--- src/sv/rgb_led_matrix_scan_driver_defines.svh ---
// ----------------------------------------------------------------------------
// rgb led matrix scan driver assertion macros
// shared property wrappers, synchronous active-high reset
// ----------------------------------------------------------------------------
`ifndef RGB_LED_MATRIX_SCAN_DRIVER_DEFINES_SVH
`define RGB_LED_MATRIX_SCAN_DRIVER_DEFINES_SVH

// same-cycle implication
`define RLMSD_ASSERT_NOW(label, clk, rst, ante, cons, msg) \
  label: assert property (@(posedge clk) disable iff (rst) (ante) |-> (cons)) \
    else $error(msg);

// next-cycle implication
`define RLMSD_ASSERT_NEXT(label, clk, rst, ante, cons, msg) \
  label: assert property (@(posedge clk) disable iff (rst) (ante) |=> (cons)) \
    else $error(msg);

`endif

--- src/sv/rlmsd_pkg.sv ---
// ----------------------------------------------------------------------------
// rlmsd_pkg
// types and constants for the rgb led matrix scan driver
// ----------------------------------------------------------------------------
`default_nettype none

package rlmsd_pkg;

  localparam int PANEL_COLUMNS_DEF = 32;
  localparam int SCAN_ROWS_DEF     = 8;

  localparam logic [15:0] HOLD_TICKS_RESET = 16'd100;

  localparam logic KIND_PIXEL = 1'b0;
  localparam logic KIND_TICK  = 1'b1;

  typedef struct packed {
    logic       kind;
    logic [4:0] pixel_x;
    logic [3:0] pixel_y;
    logic [2:0] pixel_colour;
  } item_t;

  typedef struct packed {
    logic [2:0] top_colour;
    logic [2:0] bottom_colour;
    logic [2:0] row_select;
    logic       shift_strobe;
    logic       latch_strobe;
    logic       output_blank;
    logic       frame_end;
  } pin_t;

endpackage

`default_nettype wire

--- src/sv/rgb_led_matrix_scan_driver.sv ---
// ----------------------------------------------------------------------------
// rgb_led_matrix_scan_driver
// Scan driver for a multiplexed rgb led panel with a 3-bit frame buffer.
// One item is taken per clock cycle unless the pin output stalls or the
// clearing pass runs; each tick item gives its pin word in the next cycle
// from the output register, set by the registered reads of both frame
// memories (upper and lower half, same address). Pixel writes give no pin
// word. After reset a clearing pass writes zero to every frame entry
// (SCAN_ROWS * 2**clog2(PANEL_COLUMNS) per memory, 256 for the default 32x16
// panel), during which no item is taken; hold_ticks writes are always taken.
// ----------------------------------------------------------------------------
`default_nettype none

`include "rgb_led_matrix_scan_driver_defines.svh"

module rgb_led_matrix_scan_driver #(
  parameter int PANEL_COLUMNS = rlmsd_pkg::PANEL_COLUMNS_DEF,
  parameter int SCAN_ROWS     = rlmsd_pkg::SCAN_ROWS_DEF
) (
  input  wire logic             clk,
  input  wire logic             rst,
  input  wire logic             item_valid,
  output logic                  item_ready,
  input  wire rlmsd_pkg::item_t item,
  output logic                  pin_valid,
  input  wire logic             pin_ready,
  output rlmsd_pkg::pin_t       pin,
  input  wire logic             cfg_valid,
  output logic                  cfg_ready,
  input  wire logic [15:0]      cfg_data
);

  import rlmsd_pkg::*;

  localparam int COL_W  = $clog2(PANEL_COLUMNS);
  localparam int ROW_W  = $clog2(SCAN_ROWS);
  localparam int ADDR_W = ROW_W + COL_W;
  localparam int DEPTH  = SCAN_ROWS << COL_W;

  typedef enum logic [1:0] {
    PH_SHIFT,
    PH_LATCH,
    PH_HOLD
  } phase_t;

  // frame memories, one colour per entry
  logic [2:0] top_mem [DEPTH];
  logic [2:0] bot_mem [DEPTH];
  logic [2:0] rd_top;
  logic [2:0] rd_bot;

  logic              clearing;
  logic [ADDR_W-1:0] clear_addr;

  logic [15:0]       hold_ticks;

  phase_t            phase;
  logic [ROW_W-1:0]  scan_row;
  logic [COL_W-1:0]  column_count;
  logic [15:0]       hold_count;

  // output register, colour comes from the memory read registers
  logic [2:0]        o_row;
  logic              o_shift;
  logic              o_latch;
  logic              o_blank;
  logic              o_fend;
  logic              o_shift_next;
  logic              o_latch_next;
  logic              o_blank_next;
  logic              o_fend_next;

  logic              item_xfer;
  logic              tick;
  logic              pix_wr;
  logic [31:0]       px_x;
  logic [31:0]       px_y;
  logic              px_bottom;
  logic [31:0]       px_row;
  logic [ADDR_W-1:0] px_addr;
  logic [ADDR_W-1:0] wr_addr;
  logic [ADDR_W-1:0] rd_addr;
  logic [2:0]        wr_data;
  logic              top_we;
  logic              bot_we;
  logic [16:0]       hold_limit;
  logic [16:0]       hold_sum;
  logic              hold_last;
  logic              col_last;
  logic              row_last;

  assign cfg_ready  = 1'b1;
  assign item_ready = !clearing && (!pin_valid || pin_ready);
  assign item_xfer  = item_valid && item_ready;
  assign tick       = item_xfer && (item.kind == KIND_TICK);

  always_comb begin
    px_x      = 32'(item.pixel_x);
    px_y      = 32'(item.pixel_y);
    px_bottom = (px_y >= 32'(SCAN_ROWS));
    px_row    = px_bottom ? (px_y - 32'(SCAN_ROWS)) : px_y;
    px_addr   = {px_row[ROW_W-1:0], px_x[COL_W-1:0]};
    pix_wr    = item_xfer && (item.kind == KIND_PIXEL) &&
                (px_x < 32'(PANEL_COLUMNS)) && (px_y < 32'(2 * SCAN_ROWS));
  end

  // clearing pass owns both write ports
  always_comb begin
    wr_addr = clearing ? clear_addr : px_addr;
    wr_data = clearing ? 3'd0 : item.pixel_colour;
    top_we  = clearing || (pix_wr && !px_bottom);
    bot_we  = clearing || (pix_wr && px_bottom);
  end

  assign rd_addr = {scan_row, column_count};

  always_ff @(posedge clk) begin
    if (top_we) begin
      top_mem[wr_addr] <= wr_data;
    end
    if (tick) begin
      rd_top <= top_mem[rd_addr];
    end
  end

  always_ff @(posedge clk) begin
    if (bot_we) begin
      bot_mem[wr_addr] <= wr_data;
    end
    if (tick) begin
      rd_bot <= bot_mem[rd_addr];
    end
  end

  always_ff @(posedge clk) begin
    if (rst) begin
      clearing   <= 1'b1;
      clear_addr <= '0;
    end else if (clearing) begin
      clear_addr <= clear_addr + 1'b1;
      if (clear_addr == ADDR_W'(DEPTH - 1)) begin
        clearing <= 1'b0;
      end
    end
  end

  always_ff @(posedge clk) begin
    if (rst) begin
      hold_ticks <= HOLD_TICKS_RESET;
    end else if (cfg_valid && cfg_ready) begin
      hold_ticks <= cfg_data;
    end
  end

  always_comb begin
    // zero hold behaves as one lit tick
    hold_limit = (hold_ticks == 16'd0) ? 17'd1 : 17'(hold_ticks);
    hold_sum   = 17'(hold_count) + 17'd1;
    hold_last  = (hold_sum >= hold_limit);
    col_last   = (column_count == COL_W'(PANEL_COLUMNS - 1));
    row_last   = (scan_row == ROW_W'(SCAN_ROWS - 1));
  end

  always_comb begin
    o_shift_next = 1'b0;
    o_latch_next = 1'b0;
    o_blank_next = 1'b1;
    o_fend_next  = 1'b0;
    case (phase)
      PH_LATCH: begin
        o_latch_next = 1'b1;
      end
      PH_HOLD: begin
        o_blank_next = 1'b0;
        o_fend_next  = hold_last && row_last;
      end
      default: begin
        o_shift_next = 1'b1;
      end
    endcase
  end

  always_ff @(posedge clk) begin
    if (rst) begin
      phase        <= PH_SHIFT;
      scan_row     <= '0;
      column_count <= '0;
      hold_count   <= '0;
      pin_valid    <= 1'b0;
      o_row        <= '0;
      o_shift      <= 1'b0;
      o_latch      <= 1'b0;
      o_blank      <= 1'b1;
      o_fend       <= 1'b0;
    end else begin
      if (tick) begin
        pin_valid <= 1'b1;
      end else if (pin_valid && pin_ready) begin
        pin_valid <= 1'b0;
      end
      if (tick) begin
        o_row   <= 3'(scan_row);
        o_shift <= o_shift_next;
        o_latch <= o_latch_next;
        o_blank <= o_blank_next;
        o_fend  <= o_fend_next;
        case (phase)
          PH_LATCH: begin
            phase      <= PH_HOLD;
            hold_count <= '0;
          end
          PH_HOLD: begin
            if (hold_last) begin
              scan_row     <= row_last ? '0 : scan_row + 1'b1;
              hold_count   <= '0;
              column_count <= '0;
              phase        <= PH_SHIFT;
            end else begin
              hold_count <= hold_count + 16'd1;
            end
          end
          default: begin
            if (col_last) begin
              column_count <= '0;
              phase        <= PH_LATCH;
            end else begin
              column_count <= column_count + 1'b1;
              phase        <= PH_SHIFT;
            end
          end
        endcase
      end
    end
  end

  always_comb begin
    pin.top_colour    = o_shift ? rd_top : 3'd0;
    pin.bottom_colour = o_shift ? rd_bot : 3'd0;
    pin.row_select    = o_row;
    pin.shift_strobe  = o_shift;
    pin.latch_strobe  = o_latch;
    pin.output_blank  = o_blank;
    pin.frame_end     = o_fend;
  end

  `RLMSD_ASSERT_NOW(a_no_item_while_clearing, clk, rst,
    clearing, !item_ready, "item taken during clearing pass")

  `RLMSD_ASSERT_NEXT(a_latch_then_hold, clk, rst,
    tick && phase == PH_LATCH, phase == PH_HOLD && pin.latch_strobe,
    "latch tick not followed by hold phase")

  `RLMSD_ASSERT_NOW(a_frame_end_on_last_row, clk, rst,
    pin_valid && pin.frame_end,
    !pin.output_blank && pin.row_select == 3'(SCAN_ROWS - 1),
    "frame end outside last lit row")

  `RLMSD_ASSERT_NOW(a_dark_outside_shift, clk, rst,
    pin_valid && !pin.shift_strobe,
    pin.top_colour == 3'd0 && pin.bottom_colour == 3'd0,
    "colour driven outside shift ticks")

endmodule

`default_nettype wire

--- config.mk ---
export PLATFORM = sky130hd
export DESIGN_NAME = rgb_led_matrix_scan_driver
export DESIGN_NICKNAME = d
export VERILOG_FILES = /design/src/sv/rlmsd_pkg.sv /design/src/sv/rgb_led_matrix_scan_driver.sv
export VERILOG_INCLUDE_DIRS = /design/src /design/src/sv
export SDC_FILE = /design/constraint.sdc
export NUM_CORES = 2
export LEC_CHECK = 0
export BUFFER_PORTS_ARGS = -buffer_cell sky130_fd_sc_hd__buf_2
export CORE_ASPECT_RATIO = 1.4
export CORE_UTILIZATION = 57
export DETAILED_ROUTE_END_ITERATION = 8
export PLACE_DENSITY = 0.76
export SETUP_SLACK_MARGIN = 0.05
export SLEW_MARGIN = 20
export SYNTH_ARGS = -nofsm -noshare
export SYNTH_HDL_FRONTEND = slang
export SYNTH_SLANG_ARGS = --single-unit
--- constraint.sdc ---
create_clock -name clk -period 15.4 [get_ports clk]
set_input_delay 0.77 -clock clk [delete_from_list [all_inputs] [get_ports clk]]
set_output_delay 0.77 -clock clk [all_outputs]
set_load 0.05 [all_outputs]
==> summary.md <==
| Metric | Value |
|---|---|
| Synth Instances | 3,577 |
| Worst Path Max Fanout | 61 |
| Vias in the first global route | 34,990 |
| Core ar. | 111,800 um^2 |
| Worst r2r dst | rd_bot[2] |
| Multi-input logic area | 15,670 um^2 |
| Worst path max stage delay | 0.79 ns |
| Minimum clock period | 5.675 ns |
| Initial core utilization | 0.5764 |
| Hold Crit Depth | 3 |
| DR vias | 34,220 |
| Worst hold slack | 0.2490 ns |
| Peak Freq | 176.2 MHz |
| Drt pass-1 iters | 8 |
| Status | finished, final reports clean |
| Max Slew Vio Count | 0 |
| Worst Hold Class | primary input to flip-flop |
| CP most frequent cell | buf_4 |
| Post-synthesis cell type count | 61 |
| DP Wirelength | 91.37 mm |
| Avg WL per Cell | 30.09 um |
| Fin crit share | 0.3685 |
| Chip height | 399.8 um |
| Critical-path top delay cell | buf_4 |
| Flops & latches, synth | 1,601 |
| CTS tree | yes |
| GR Overflow Total | 0 |
| Required @ worst endpoint | 15.92 ns |
| Longest Clk Path Bufs | 3 |
| Reg2Reg Setup Slack | 9.72 ns |
| Crit path cell chain | buf_4 > buf_4 > buf_4 > buf_4 > mux4_2 > a22o_1 > a221oi_1 > o22ai_1 > nor3_1 > nor2_1 > a211o_1 |
| Max Cap Viol | 0 |
| Drt first-iter violations | 4,004 |
| Initial antenna violation count | 3 |
| CTS clk-pin slew, worst paths | 0.06 ns |
| Pin count of the biggest net entering global routing | 249 |
| GRT Total Usage | 0.2787 |
| Syn avg cell area | 18.01 um^2 |
| Global placer's final weighted congestion | 0.8355 |
| Residual DRC | 0 |
| Worst slew pin tran | 1.262 ns |
| Port Buffer Count | 48 |
| Endpoints failing setup | 0 |
| Max VDD drop | 113.0 uV |
| Vias per cell | 6.585 |
| Fillers | 7,518 |
| FF+latch area | 47,500 um^2 |
| R2R depth | 11 |
| Critical Path AT | 6.20 ns |
| Crit start category | flip-flop |
| WL final | 156.4 mm |
| Synthesis warning total | 0 |
| H-tree levels | 4 |
| Power Density | 117.9 nW/um^2 |
| Crit path kind | flip-flop to flip-flop |
| HP Start | cfg_data[2] |
| Die X | 286.1 um |
| Nets | 3,678 |
| Post-route ant nets | 0 |
| Die area | 114,400 um^2 |
| Share of layout cells above drive strength 1 | 0.1868 |
| Post-CTS Setup Bufs | 0 |
| Finished Layout Cells | 5,197 |
| Setup TNS | 0 ns |
| Placed cell count | 4,944 |
| Resize count post-CTS | 0 |
| Root Buffer | clkbuf_16 |
| Worst Skew | 0.02856 ns |
| Inserted Clock Buffers | 144 |
| Netlist Area Pre-Place | 64,420 um^2 |
| Primary FF master, synth | edfxtp_1 |
| Asr flop ratio synth | 0 |
| Seq/Total Area, Yosys | 0.7372 |
| Cell family with most CP delay | buffers and inverters |
| Final Hold Viols | 0 |
| I/O pin cnt | 50 |
| Total clock sinks | 1,601 |
| Max transition margin | 0.1587 |
| # hold bufs at CTS | 0 |
| CP Capture Type | flip-flop |
| Clock Latency Late Sink | 0.78 ns |
| Post-synth EDFFs | 1,542 |
| Post-Syn Nets | 3,635 |
| P&R area growth vs syn | 9.691% |
| Worst reg2reg path startpoint | column_count[1] |
| RSZ-0062 raised after global routing | no |
| CP Buf/Inv Count | 4 |
| First-pass GRT wire length | 227.7 mm |
| Hold EP | hold_ticks[2] |
| Pleak | 21.80 nW |
| Cell Rows | 145 |
==> synthesized netlist by cell type, types with 11 or more instances <==
library cell,number,area (um^2)
edfxtp_1,1542,46300
nor2_1,580,2177
mux4_2,343,7725
clkbuf_1,126,473.0
mux2i_1,126,1261
nand2_1,102,382.9
a21oi_1,59,295.3
dfxtp_1,59,1181
nand3_1,57,285.3
a22oi_1,50,375.4
o21ai_0,46,230.2
inv_1,44,165.2
buf_2,38,190.2
o22ai_1,34,212.7
o221ai_1,31,271.5
buf_4,25,187.7
ha_1,24,300.3
a221oi_1,22,192.7
a22o_1,20,175.2
buf_6,19,214.0
nor3_1,16,80.08
and2_1,15,93.84
buf_1,15,56.30
nand4_1,15,93.84
xnor2_1,12,105.1
nor2b_1,11,68.82
o211ai_1,11,82.58
==> worst max path at each step <==
stage | start | endpoint | slack, ns | cells past startpoint
6_report | column_count[1] | rd_bot[2] | 9.72 | 11
5_1_grt | column_count[1] | rd_bot[2] | 9.56 | 11
4_1_cts | column_count[1] | rd_bot[2] | 9.74 | 11
3_5_place_dp | column_count[1] | rd_bot[2] | 9.75 | 11
3_3_place_gp | column_count[1] | rd_bot[2] | 9.83 | 11
2_1_floorplan | clearing | bot_mem[0][0] | -0.39 | 3
==> worst reg2reg max path: cells and delay by family, from the launching register on <==
kind	cells	cell delay [ns]
DFF	1	0.66
and+or+nand+nor	2	0.41
buffers and inverters	4	2.92
muxes	1	0.45
AOI/OAI and AO/OA	4	1.02
==> flip-flops by register name, indices dropped and copies added (netlist names) <==
signal / flops
bot_mem: 768
clear_addr: 8
clearing: 1
column_count: 5
hold_count: 16
hold_ticks: 16
o_blank: 1
o_fend: 1
o_latch: 1
o_row: 3
o_shift: 1
phase: 2
pin_valid: 1
rd_bot: 3
rd_top: 3
scan_row: 3
top_mem: 768
==> through the flow <==
step | utilization | power (W) | cell area, um^2 | worst slack, ns
2_1_floorplan | - | 0.004840 | 64420 | -0.3863
3_3_place_gp | 0.5910 | 0.004884 | 66050 | 9.828
3_5_place_dp | 0.5910 | 0.004886 | 66050 | 9.755
4_1_cts | 0.6321 | 0.008356 | 70650 | 9.742
5_1_grt | 0.6322 | 0.008502 | 70660 | 9.561
6_report | 0.6322 | 0.008332 | 70660 | 9.725
==> cell type report <==
cell class                      instances  share of cell area
Timing Repair Buffer                  125             0.01247
Tap cell                             1470             0.02603
Multi-Input combinational cell       1701              0.2217
Inverter                               47            0.002532
Sequential cell                      1601              0.6722
Clock buffer                          190             0.05675
Antenna cell                            1          0.00003542
Clock inverter                         62            0.008234
==> per-layer routing <==
| layer | up-vias | global-route usage | routed length (um) |
|---|---|---|---|
| met1 | 17520 | 0.3313 | 52210 |
| met2 | 1932 | 0.4848 | 81270 |
| met5 | - | 0 | 37 |
| met3 | 424 | 0.04528 | 13850 |
| li1 | 14330 | - | - |
| met4 | 6 | 0.1559 | 9003 |
==> where the power goes <==
part / leakage, nW / internal (W) / switching [W] / total [W]
Sequential: 14.8 / 0.00471 / 0.00000491 / 0.00471
Clock: 2.24 / 0.00201 / 0.00152 / 0.00354
Combinational: 4.77 / 0.0000209 / 0.0000632 / 0.0000841
Total: 21.8 / 0.00674 / 0.00159 / 0.00833
==> layout by cell type, fill, tap and decap left out, drive strengths merged, types with 15 or more instances in the layout <==
| master | Yosys | routed |
|---|---|---|
| edfxtp | 1542 | 1542 |
| nor3 | 16 | 16 |
| nor2 | 580 | 580 |
| buf | 102 | 125 |
| o22ai | 34 | 34 |
| o221ai | 31 | 31 |
| and2 | 16 | 16 |
| nand4 | 15 | 15 |
| a221oi | 23 | 23 |
| mux2i | 126 | 126 |
| o21ai | 51 | 51 |
| nand2 | 102 | 102 |
| clkbuf | 126 | 190 |
| clkinv | 0 | 45 |
| ha | 24 | 24 |
| a22o | 20 | 20 |
| dfxtp | 59 | 59 |
| nand3 | 57 | 57 |
| a21oi | 59 | 59 |
| mux4 | 351 | 351 |
| inv | 47 | 51 |
| a22oi | 50 | 50 |
==> logic make-up after synthesis <==
kind of cell / Yosys count / share of synthesized area
flops: 1601 / 0.7372
compound gates: 346 / 0.03764
xor+xnor: 17 / 0.002311
fa+ha+maj: 24 / 0.004662
other cells: 1 / 0.00005822
simple gates: 834 / 0.05334
mux: 479 / 0.1431
buf+inv: 275 / 0.02170
No activity file was read; power rests on OpenSTA's default activity.
